==> config.mk <==
export PLATFORM = sky130hd
export DESIGN_NAME = infix_to_postfix_converter
export DESIGN_NICKNAME = d
export VERILOG_FILES = /design/src/rtl/itp_pkg.sv /design/src/rtl/itp_stack_ram.sv /design/src/rtl/itp_ctrl.sv /design/src/rtl/infix_to_postfix_converter.sv
export VERILOG_INCLUDE_DIRS = /design/src /design/src/rtl
export SDC_FILE = /design/constraint.sdc
export NUM_CORES = 1
export LEC_CHECK = 0
export BUFFER_PORTS_ARGS = -buffer_cell sky130_fd_sc_hd__buf_2
export CORE_UTILIZATION = 50
export CTS_CLUSTER_DIAMETER = 60
export CTS_CLUSTER_SIZE = 24
export DETAILED_ROUTE_END_ITERATION = 8
export GPL_TIMING_DRIVEN = 0
export PLACE_DENSITY = 0.71
export SYNTH_ARGS = -nofsm -noshare
export SYNTH_HDL_FRONTEND = slang
export SYNTH_SLANG_ARGS = --single-unit
export TNS_END_PERCENT = 20
==> constraint.sdc <==
create_clock -name i_clk -period 24.6 [get_ports i_clk]
set_input_delay 2.46 -clock i_clk [delete_from_list [all_inputs] [get_ports i_clk]]
set_output_delay 2.46 -clock i_clk [all_outputs]
set_load 0.01 [all_outputs]
==> src/rtl/infix_to_postfix_converter_assert.svh <==
`ifndef INFIX_TO_POSTFIX_CONVERTER_ASSERT_SVH
`define INFIX_TO_POSTFIX_CONVERTER_ASSERT_SVH

`ifndef ASSERT_OFF
`define ITP_ASSERT_SAME(lbl, clk, rstn, ante, cons) \
    lbl: assert property (@(posedge clk) disable iff (!(rstn)) (ante) |-> (cons)) \
        else $error("same-cycle check failed");
`define ITP_ASSERT_NEXT(lbl, clk, rstn, ante, cons) \
    lbl: assert property (@(posedge clk) disable iff (!(rstn)) (ante) |=> (cons)) \
        else $error("next-cycle check failed");
`else
`define ITP_ASSERT_SAME(lbl, clk, rstn, ante, cons)
`define ITP_ASSERT_NEXT(lbl, clk, rstn, ante, cons)
`endif

`endif

==> src/rtl/itp_pkg.sv <==
package itp_pkg;

    localparam int STACK_DEPTH = 16;
    localparam int CNT_W       = $clog2(STACK_DEPTH + 1);
    localparam int ADDR_W      = $clog2(STACK_DEPTH);

    localparam logic [1:0] KIND_NUMBER   = 2'd0;
    localparam logic [1:0] KIND_VARIABLE = 2'd1;
    localparam logic [1:0] KIND_OPERATOR = 2'd2;

    localparam logic [3:0] OP_NONE     = 4'd0;
    localparam logic [3:0] OP_LAST_FN  = 4'd9;
    localparam logic [3:0] OP_OPEN     = 4'd10;
    localparam logic [3:0] OP_CLOSE    = 4'd11;

    localparam logic [1:0] ERR_NONE      = 2'd0;
    localparam logic [1:0] ERR_OVERFLOW  = 2'd1;
    localparam logic [1:0] ERR_UNMATCHED = 2'd2;
    localparam logic [1:0] ERR_UNCLOSED  = 2'd3;

    typedef struct packed {
        logic [1:0]  kind;
        logic [3:0]  op;
        logic [63:0] bits;
        logic [1:0]  err;
    } t_result;

    typedef struct packed {
        t_result res;
        logic    last;
        logic    done;
    } t_beat;

    typedef struct packed {
        logic              we;
        logic [ADDR_W-1:0] waddr;
        logic [3:0]        wdata;
        logic [ADDR_W-1:0] raddr;
    } t_ram_req;

    typedef struct packed {
        logic             idle;
        logic [CNT_W-1:0] count;
    } t_status;

    function automatic logic [1:0] rank_of(input logic [3:0] code);
        logic [1:0] r;
        if (code <= 4'd1) begin
            r = 2'd1;
        end else if (code <= 4'd3) begin
            r = 2'd2;
        end else if (code <= OP_LAST_FN) begin
            r = 2'd3;
        end else begin
            r = 2'd0;
        end
        return r;
    endfunction

endpackage

==> src/rtl/itp_stack_ram.sv <==
module itp_stack_ram (
    input  logic              i_clk,
    input  logic              i_rst_n,
    input  itp_pkg::t_ram_req i_req,
    output logic [3:0]        o_top
);
    import itp_pkg::*;

    logic [3:0] r_mem [STACK_DEPTH];
    logic [3:0] r_rd;
    logic [3:0] r_byp_data;
    logic       r_byp_valid;

    always_ff @(posedge i_clk) begin
        if (i_req.we) begin
            r_mem[i_req.waddr] <= i_req.wdata;
        end
        r_rd       <= r_mem[i_req.raddr];
        r_byp_data <= i_req.wdata;
    end

    // A read that meets a write to the same entry returns the new data.
    always_ff @(posedge i_clk) begin
        if (!i_rst_n) begin
            r_byp_valid <= 1'b0;
        end else begin
            r_byp_valid <= i_req.we && (i_req.waddr == i_req.raddr);
        end
    end

    assign o_top = r_byp_valid ? r_byp_data : r_rd;

endmodule

==> src/rtl/itp_ctrl.sv <==
module itp_ctrl (
    input  logic              i_clk,
    input  logic              i_rst_n,
    input  logic              i_valid,
    input  logic [1:0]        i_kind,
    input  logic [3:0]        i_code,
    input  logic [63:0]       i_bits,
    input  logic              i_eoe,
    output logic              o_ready,
    input  logic [3:0]        i_top,
    output itp_pkg::t_ram_req o_ram,
    input  logic              i_out_free,
    output logic              o_push,
    output itp_pkg::t_beat    o_beat,
    output itp_pkg::t_status  o_status
);
    import itp_pkg::*;

    typedef enum logic [3:0] {
        S_IDLE  = 4'b0001,
        S_OP    = 4'b0010,
        S_FLUSH = 4'b0100,
        S_END   = 4'b1000
    } t_state;

    t_state           r_state, n_state;
    logic [CNT_W-1:0] r_count, n_count;
    logic             r_pend_valid, n_pend_valid;
    t_result          r_pend, n_pend;
    logic [1:0]       r_kind;
    logic [3:0]       r_code;
    logic [63:0]      r_bits;
    logic             r_eoe;

    logic    can_emit;
    logic    do_emit;
    t_result emit_res;
    logic    top_pops;
    t_state  after_op;
    logic    want_push;

    assign o_ready  = (r_state == S_IDLE);
    assign can_emit = !r_pend_valid || i_out_free;
    assign after_op = r_eoe ? S_FLUSH : S_END;
    assign top_pops = (r_count != '0) && (i_top != OP_OPEN)
                      && (rank_of(i_top) >= rank_of(r_code));

    always_comb begin
        n_state      = r_state;
        n_count      = r_count;
        n_pend       = r_pend;
        n_pend_valid = r_pend_valid;
        do_emit      = 1'b0;
        emit_res     = '{kind: KIND_NUMBER, op: OP_NONE, bits: '0, err: ERR_NONE};
        want_push    = 1'b0;
        o_push       = 1'b0;

        unique case (r_state)
            S_IDLE: begin
                if (i_valid) begin
                    n_state = S_OP;
                end
            end
            S_OP: begin
                priority if (r_kind == KIND_NUMBER || r_kind == KIND_VARIABLE) begin
                    if (can_emit) begin
                        do_emit       = 1'b1;
                        emit_res.kind = r_kind;
                        emit_res.bits = (r_kind == KIND_NUMBER) ? r_bits : '0;
                        n_state       = after_op;
                    end
                end else if (r_kind == KIND_OPERATOR && r_code <= OP_LAST_FN) begin
                    if (top_pops) begin
                        if (can_emit) begin
                            do_emit       = 1'b1;
                            emit_res.kind = KIND_OPERATOR;
                            emit_res.op   = i_top;
                            n_count       = r_count - 1'b1;
                        end
                    end else begin
                        want_push = 1'b1;
                    end
                end else if (r_kind == KIND_OPERATOR && r_code == OP_OPEN) begin
                    want_push = 1'b1;
                end else if (r_kind == KIND_OPERATOR && r_code == OP_CLOSE) begin
                    if (r_count != '0 && i_top != OP_OPEN) begin
                        if (can_emit) begin
                            do_emit       = 1'b1;
                            emit_res.kind = KIND_OPERATOR;
                            emit_res.op   = i_top;
                            n_count       = r_count - 1'b1;
                        end
                    end else if (r_count != '0) begin
                        n_count = r_count - 1'b1;
                        n_state = after_op;
                    end else if (can_emit) begin
                        do_emit      = 1'b1;
                        emit_res.err = ERR_UNMATCHED;
                        n_state      = after_op;
                    end
                end else begin
                    n_state = after_op;
                end

                if (want_push) begin
                    if (r_count == CNT_W'(STACK_DEPTH)) begin
                        if (can_emit) begin
                            do_emit      = 1'b1;
                            emit_res.err = ERR_OVERFLOW;
                            n_state      = after_op;
                        end
                    end else begin
                        n_count = r_count + 1'b1;
                        n_state = after_op;
                    end
                end
            end
            S_FLUSH: begin
                if (r_count == '0) begin
                    n_state = S_END;
                end else if (can_emit) begin
                    do_emit = 1'b1;
                    n_count = r_count - 1'b1;
                    if (i_top == OP_OPEN) begin
                        emit_res.err = ERR_UNCLOSED;
                    end else begin
                        emit_res.kind = KIND_OPERATOR;
                        emit_res.op   = i_top;
                    end
                end
            end
            S_END: begin
                if (!r_pend_valid) begin
                    n_state = S_IDLE;
                end else if (i_out_free) begin
                    o_push       = 1'b1;
                    n_pend_valid = 1'b0;
                    n_state      = S_IDLE;
                end
            end
            default: begin
                n_state = S_IDLE;
            end
        endcase

        // The newest result is held back one step so that the final one can carry tlast.
        if (do_emit) begin
            o_push       = r_pend_valid;
            n_pend       = emit_res;
            n_pend_valid = 1'b1;
        end
    end

    assign o_beat.res  = r_pend;
    assign o_beat.last = (r_state == S_END);
    assign o_beat.done = (r_state == S_END) && r_eoe;

    assign o_ram.we    = want_push && (n_count != r_count);
    assign o_ram.waddr = r_count[ADDR_W-1:0];
    assign o_ram.wdata = r_code;
    assign o_ram.raddr = ADDR_W'(n_count - 1'b1);

    assign o_status.idle  = (r_state == S_IDLE);
    assign o_status.count = r_count;

    always_ff @(posedge i_clk) begin
        if (!i_rst_n) begin
            r_state      <= S_IDLE;
            r_count      <= '0;
            r_pend_valid <= 1'b0;
        end else begin
            r_state      <= n_state;
            r_count      <= n_count;
            r_pend_valid <= n_pend_valid;
        end
    end

    always_ff @(posedge i_clk) begin
        r_pend <= n_pend;
        if (r_state == S_IDLE && i_valid) begin
            r_kind <= i_kind;
            r_code <= i_code;
            r_bits <= i_bits;
            r_eoe  <= i_eoe;
        end
    end

endmodule

==> src/rtl/infix_to_postfix_converter.sv <==
// Shunting-yard converter: infix tokens in, operands and operators in postfix order out, one
// token per input beat and zero or more result beats per token, the final one marked by tlast.
// Operators wait on a 16-entry stack held in a synchronous RAM with a registered read; the
// top entry is read every cycle and forwarded when it was just written. A token passes the
// idle, operator and end states, and a flushing token also the flush state, which pops the
// entries left on the stack; the single RAM read port sets the one-pop-per-cycle pace while
// the output can take results. Errors (stack overflow, unmatched close, unclosed open) come
// out as result beats with a nonzero error code and zero kind, operator and number.
module infix_to_postfix_converter (
    input  logic        i_clk,
    input  logic        i_rst_n,
    input  logic        i_s_axis_tvalid,
    output logic        o_s_axis_tready,
    input  logic [71:0] i_s_axis_tdata,  // op_code[3:0], number_bits[67:4], zero fill
    input  logic [1:0]  i_s_axis_tuser,  // token_kind[1:0]
    input  logic        i_s_axis_tlast,  // end_of_expression
    output logic        o_m_axis_tvalid,
    input  logic        i_m_axis_tready,
    output logic [71:0] o_m_axis_tdata,  // out_op[3:0], out_number_bits[67:4], zero fill
    output logic [4:0]  o_m_axis_tuser,  // out_kind[1:0], error[3:2], expression_done[4]
    output logic        o_m_axis_tlast   // last
);
    import itp_pkg::*;

    `include "infix_to_postfix_converter_assert.svh"

    t_ram_req   ram_req;
    logic [3:0] top;
    logic       out_free;
    logic       push;
    t_beat      beat;
    t_status    status;
    logic       r_out_valid;
    t_beat      r_out;

    assign out_free = !r_out_valid || i_m_axis_tready;

    itp_stack_ram u_ram (
        .i_clk   (i_clk),
        .i_rst_n (i_rst_n),
        .i_req   (ram_req),
        .o_top   (top)
    );

    itp_ctrl u_ctrl (
        .i_clk      (i_clk),
        .i_rst_n    (i_rst_n),
        .i_valid    (i_s_axis_tvalid),
        .i_kind     (i_s_axis_tuser),
        .i_code     (i_s_axis_tdata[3:0]),
        .i_bits     (i_s_axis_tdata[67:4]),
        .i_eoe      (i_s_axis_tlast),
        .o_ready    (o_s_axis_tready),
        .i_top      (top),
        .o_ram      (ram_req),
        .i_out_free (out_free),
        .o_push     (push),
        .o_beat     (beat),
        .o_status   (status)
    );

    always_ff @(posedge i_clk) begin
        if (!i_rst_n) begin
            r_out_valid <= 1'b0;
        end else if (push) begin
            r_out_valid <= 1'b1;
        end else if (i_m_axis_tready) begin
            r_out_valid <= 1'b0;
        end
    end

    always_ff @(posedge i_clk) begin
        if (push) begin
            r_out <= beat;
        end
    end

    assign o_m_axis_tvalid = r_out_valid;
    assign o_m_axis_tdata  = {4'b0, r_out.res.bits, r_out.res.op};
    assign o_m_axis_tuser  = {r_out.done, r_out.res.err, r_out.res.kind};
    assign o_m_axis_tlast  = r_out.last;

    `ITP_ASSERT_SAME(a_push_has_room, i_clk, i_rst_n,
        r_out_valid && !i_m_axis_tready, !push)
    `ITP_ASSERT_SAME(a_count_bounded, i_clk, i_rst_n,
        1'b1, status.count <= CNT_W'(STACK_DEPTH))
    `ITP_ASSERT_NEXT(a_accept_leaves_idle, i_clk, i_rst_n,
        i_s_axis_tvalid && o_s_axis_tready, !status.idle)
    `ITP_ASSERT_SAME(a_error_beat_clean, i_clk, i_rst_n,
        o_m_axis_tvalid && r_out.res.err != ERR_NONE,
        r_out.res.kind == KIND_NUMBER && r_out.res.op == OP_NONE && r_out.res.bits == '0)

endmodule

# Yosys cells after proc, flatten, opt, wreduce, memory -nomap -nowiden
# Memory sizes are Yosys's and may differ from the RTL's. A register that Yosys moved wholly into a read port is not among the register bits.
# Cells that the tools add are included.
# totals
ff_bits	233
latchBits	0
ram_bits	64
romBits	0
in_bits	79
out_inout_bits	80
elab_cells	161
mem_count	1
# classes
add_sub_neg	3
n_mul	0
n_div	0
order_cmp	7
eq_ne	16
shift	0
mux	93
bitwise	0
reduce_logical	21
# mem_list
name	words	word_bits	read_ports	rd_ports_with_merged_regs	wr	line_no	rtl
u_ram.r_mem	16	4	1	1	1	itp_stack_ram.sv:9	logic [3:0] r_mem [STACK_DEPTH];
# op_table
op	count
$mux W4	17
$mux W5	11
$mux W6	9
$mux W2	21
$mux W1	30
$eq A4 B4 Y1 const B	4
$pmux W4 S4	1
$pmux W6 S2	1
$pmux W5 S2	1
$logic_and A1 B1 Y1	9
$le A4 B1 Y1 const B	2
$le A4 B2 Y1 const B	2
$le A4 B4 Y1 const B	2
$add A5 B1 Y5 const B	1
$eq A5 B5 Y1 const B	1
$logic_not A5 Y1	1
$ne A5 B5 Y1	1
$reduce_bool A5 Y1	1
$sub A5 B1 Y5 const B	1
$eq A4 B1 Y1 const B	1
$eq A4 B2 Y1 const B	1
$eq A4 B3 Y1 const B	1
$eq A4 B4 Y1	1
$ne A4 B4 Y1 const B	1
other kinds (15)	19

# Longest topological paths before layout
# logic_depth
depth_word	17
depth_mapped	24
depth_no_buf	19

# Modules after synthesis
# A second synthesis with hierarchy kept.
# hier_totals
hier_cells	639
hier_area_um2	11308.3
# by_module_without_submodules
mod	instances	cells_per_inst	area_per_inst_um2	seq_area_each_um2
itp_ctrl	1	405	6185.9	4494.3
itp_stack_ram	1	151	2817.7	2102.0
infix_to_postfix_converter	1	83	2304.7	2242.2

# Least setup slack after synthesis
# Ideal clock, no wire load.
# synth_timing
kind	in2reg
startpoint	input i_m_axis_tready
endpoint	register r_out, in the netlist o_m_axis_tdata[0], enable pin
setup_time_ps	619
arrival_ps	8047
required_time_ps	23981
path_slack_ps	15934
path_stages	2
path_buffers	0
cell_sequence	nor2b_1 -> a211oi_1
# synth_between
elab_chain_len	14
word_cells_on_any_way	19
classes_between	mux: 17; reduce/logical: 2
# synth_rtl
item	line_no	rtl
start, declared	infix_to_postfix_converter.sv:18	input logic i_m_axis_tready,
$logic_or A1 B1 Y1 *	infix_to_postfix_converter.sv:36	assign out_free = !r_out_valid || i_m_axis_tready;
$logic_or A1 B1 Y1	itp_ctrl.sv:43	assign can_emit = !r_pend_valid || i_out_free;
$mux W1	n/a	
$mux W1	itp_ctrl.sv:93	end else if (r_count != '0) begin
$mux W1	itp_ctrl.sv:86	if (r_count != '0 && i_top != OP_OPEN) begin
$mux W1	itp_ctrl.sv:85	end else if (r_kind == KIND_OPERATOR && r_code == OP_CLOSE) begin
$mux W1	itp_ctrl.sv:83	end else if (r_kind == KIND_OPERATOR && r_code == OP_OPEN) begin
$mux W1	itp_ctrl.sv:72	end else if (r_kind == KIND_OPERATOR && r_code <= OP_LAST_FN) begin
$mux W1	itp_ctrl.sv:65	priority if (r_kind == KIND_NUMBER || r_kind == KIND_VARIABLE) begin
$mux W1	itp_ctrl.sv:107	if (can_emit) begin
$mux W1	itp_ctrl.sv:106	if (r_count == CNT_W'(STACK_DEPTH)) begin
$mux W1	itp_ctrl.sv:105	if (want_push) begin
$pmux W1 S2	itp_ctrl.sv:58	unique case (r_state)
$mux W1 *	itp_ctrl.sv:147	if (do_emit) begin
net push	infix_to_postfix_converter.sv:30	logic push;
end signal, assigned	infix_to_postfix_converter.sv:74	r_out <= beat;
end, declared	infix_to_postfix_converter.sv:34	t_beat r_out;
# The timed path passes the listed nets; every way through them passes the cells marked *.
# A chain may end at the register's enable or synchronous reset.

# Final worst setup path
# layout_timing
startpoint	input i_m_axis_tready
endpoint	register u_ram.r_rd[2] (read register of u_ram.r_mem)
# layout_between
elab_chain_len	12
word_cells_on_any_way	14
classes_between	add/sub: 1; mux: 11; reduce/logical: 2
# layout_rtl
item	line_no	rtl
$logic_or A1 B1 Y1 *	infix_to_postfix_converter.sv:36	
$logic_or A1 B1 Y1 *	itp_ctrl.sv:43	
$mux W5 *	itp_ctrl.sv:74, itp_ctrl.sv:87, itp_ctrl.sv:121	
$mux W5	itp_ctrl.sv:86	
$mux W5	itp_ctrl.sv:85	
$mux W5	itp_ctrl.sv:83	
$mux W5	itp_ctrl.sv:72	
$mux W5	itp_ctrl.sv:65	
$mux W5	itp_ctrl.sv:106	
$mux W5	itp_ctrl.sv:105	
$pmux W5 S2 *	itp_ctrl.sv:58	
$sub A4 B1 Y4 *	itp_ctrl.sv:161	assign o_ram.raddr = ADDR_W'(n_count - 1'b1);
end, declared	itp_stack_ram.sv:10	logic [3:0] r_rd;
# Mark *: on every way between the ends. The rest lies on a longest branch, timed or not.

==> impl_metrics.tcl <==
set metrics [dict create \
    switching_share 0.2108 \
    vias 6337 \
    fin_nets 964 \
    cp_max_fo 10 \
    power_uw 1028 \
    first_pass_iters 5 \
    grt_pass1_wl_mm 32.42 \
    antenna_found_initial 2 \
    path_class "input port to register" \
    routedWlPerCell_um 17.80 \
    drt_iter0_markers 495 \
    power_density_nw_per_um2 75.32 \
    drv_slew 0 \
    drc 0 \
    fin_util 0.6029 \
    peakVddDrop_uv 56.06 \
    synth_ff_type "edfxtp_1" \
    clkTransAtPathRegs_ns 0.08 \
    ant_nets 0 \
    crit_path_end_kind "register" \
    die_x_um 153.7 \
    finalClockSkew_ns 0.02571 \
    start_util 0.5084 \
    ys_ff_latch 301 \
    hold_depth 0 \
    fp.coreArea_um2 22640 \
    portBuffers 150 \
    layout_min_cycle_time_ns 6.349 \
    hold_class "register to register" \
    wirelength_mm 20.98 \
    cts_resized 0 \
    p_leak_uw 0.004888 \
    vias_per_cell 5.375 \
    yosys-top-cells-area "edfxtp_1, and2_1, dfxtp_1, mux4_2, mux2_2" \
    grt_pass1_vias 6008 \
    start_kind "input port" \
    worstMarginPinSlew_ns 0.9179 \
    cts_tree "yes" \
    cts_made_buffers 22 \
    fin_crit_sh 0.2581 \
    synth-edff-count 281 \
    power_frac_comb 0.046 \
    synth-async-reset-ratio 0 \
    finalSetupTns_ns 0 \
    clk_path_buf_depth 3 \
    grt_max_degree 71 \
    post_cts_buffers 0 \
    reg2reg_from "u_ctrl.r_code[1]" \
    cp.arrival_ns 6.74 \
    grt_util_all_layers 0.1778 \
    drv_cap 0 \
    multiInputGateArea_um2 2510 \
    setup_violations 0 \
    power.switching_uw 216.7 \
    final_hold_viol_count 0 \
    die-height_um 153.7 \
    dieArea_um2 23630 \
    place_hpwl_mm 14.61 \
    synthDominantCellAreaShare 0.7330 \
    final_area_um2 13650 \
    power_frac_seq 0.562 \
    area_delta_synth_final_pct 18.58 \
    internal_power_uw 811.3 \
    syn_avg_cell_area_um2 16.63 \
    yosysWarnings 0 \
    reg2reg_depth 20 \
    pin_count 159 \
    ctsHoldBuffers 0 \
    ys_types 73 \
    synth_top_area_cell "edfxtp_1" \
    rsz0062_at_grt "no" \
    synth_seq_area_share 0.7678 \
    synthesis.area_um2 11510 \
    slew_headroom 0.3830 \
    clock_power_share 0.392 \
    min-delay-start "u_ctrl.o_beat[2]" \
    rows 55 \
    synthCells 692 \
    clock_latency_ns 0.52 \
    layout-drive-gt1-share 0.2811 \
    final-seq-area_um2 8838 \
    h-tree-depth 1 \
    crit_start "i_m_axis_tready" \
    clock_sinks 301 \
    fmax_mhz 157.5 \
    required_ns 24.99 \
    placed_area_um2 12810 \
    grt_overflow_total 0 \
    routabilityCongestion 0.8693 \
    fillers 1622 \
    outcome "complete, no violations" \
    cts-root-buf "clkbuf_16" \
]
metal layers:
metal  up-vias  global-route usage  routed length, um  part of all wire
li1       3015                   -                  -                 -
met1      3055              0.2400               8931              0.43
met2       226              0.2994              10340              0.49
met3        39             0.02621               1178             0.056
met4         2             0.05619                520             0.025
met5         -                   0                 12           0.00057
per-stage QoR:
step | cells | hold slack [ns] | setup WS [ns]
global route | 1179 | 0.4095 | 17.89
finish | 1179 | 0.4140 | 18.25
CTS | 1178 | 0.4135 | 18.24
global placement | 1130 | 0.4004 | 13.61
floorplan | 695 | 0.4003 | 15.93
detailed placement | 1138 | 0.4045 | 17.72
final timing paths:
check | endpoint | slack, ns
worst min register to register | o_m_axis_tuser[2] | 0.41
worst max register to register | u_ram.r_rd[2] | 19.03
worst min-delay path | o_m_axis_tuser[2] | 0.41
worst max-delay path | u_ram.r_rd[2] | 18.25
state kept, by name, summed over array words and instances (netlist names):
register,count
u_ctrl.o_beat,72
u_ctrl.r_pend_valid,1
u_ctrl.r_code,4
o_m_axis_tuser,5
u_ctrl.r_eoe,1
u_ram.r_byp_data,4
o_m_axis_tvalid,1
u_ctrl.r_count,5
u_ctrl.r_kind,2
u_ctrl.r_bits,64
u_ram.r_byp_valid,1
o_m_axis_tlast,1
o_m_axis_tdata,68
u_ram.r_rd,4
u_ram.r_mem,64
u_ctrl.r_state,4
Yosys cell counts, types with 6 or more instances:
library cell,instances
a21oi_1,22
o22ai_1,7
dfxtp_1,20
nor2_1,24
mux4_2,8
inv_1,7
nor2b_1,6
nor3_1,11
o21a_1,6
nand3_1,7
a31oi_1,7
and3_1,15
nor4_1,7
o31ai_1,6
o21ai_0,11
mux2_2,12
and2_1,77
buf_4,8
clkbuf_1,15
edfxtp_1,281
mux2i_1,7
o211ai_1,6
ha_1,8
nand2_1,32
area by class of cell:
class                   count  area share
well taps                 285     0.02613
diodes                      1   0.0001833
repair buffers            158     0.06582
multi-input cells         354      0.1839
flip-flops and latches    301      0.6475
plain buffers              31     0.01238
clock buffers              27     0.04483
clock inverters            13     0.01678
inverters                   9    0.002475
power by group through the flow:
stage / Sequential, uW / Combinational, uW / Clock (uW)
global route: 579 / 52.5 / 430
floorplan: 587 / 30.5 / 0
global placement: 590 / 44.2 / 0
CTS: 578 / 47.3 / 411
detailed placement: 589 / 46.9 / 0
finish: 577 / 47.2 / 403
worst max-delay path, cell delays in order:
cell and delay (ns):
buf_2 0.09, and3b_1 0.17, clkbuf_2 0.21, or3_1 0.34, a21oi_1 0.15, o21a_1 0.17
or4b_1 0.44, and3_1 0.19, buf_6 0.15, inv_2 0.23, buf_4 0.25, ha_1 0.24
nor3_1 0.08, o21ai_0 0.10, nor4bb_1 0.33, buf_2 0.27, buf_4 0.21, mux2_2 0.35
o22ai_1 0.21, o21ai_2 0.10
cells by family after synthesis:
family          after synthesis  synth area share
flops                       301            0.7678
simple gates                217            0.1118
compound gates               92           0.05500
buf+inv                      40           0.01761
mux                          27           0.03348
fa+ha+maj                     8          0.008696
xor+xnor                      6          0.005218
other cells                   1         0.0003258
placed cells by master (no fill, tap or decap), drive strengths merged, types with 11 or more instances in the layout:
| cell | instances |
|---|---|
| mux2 | 12 |
| nor3 | 11 |
| a21oi | 22 |
| and2 | 77 |
| inv | 14 |
| dfxtp | 20 |
| clkbuf | 43 |
| o21ai | 14 |
| nand2 | 32 |
| edfxtp | 281 |
| and3 | 16 |
| nor2 | 25 |
| buf | 173 |
(Power assumes the default switching activity.)
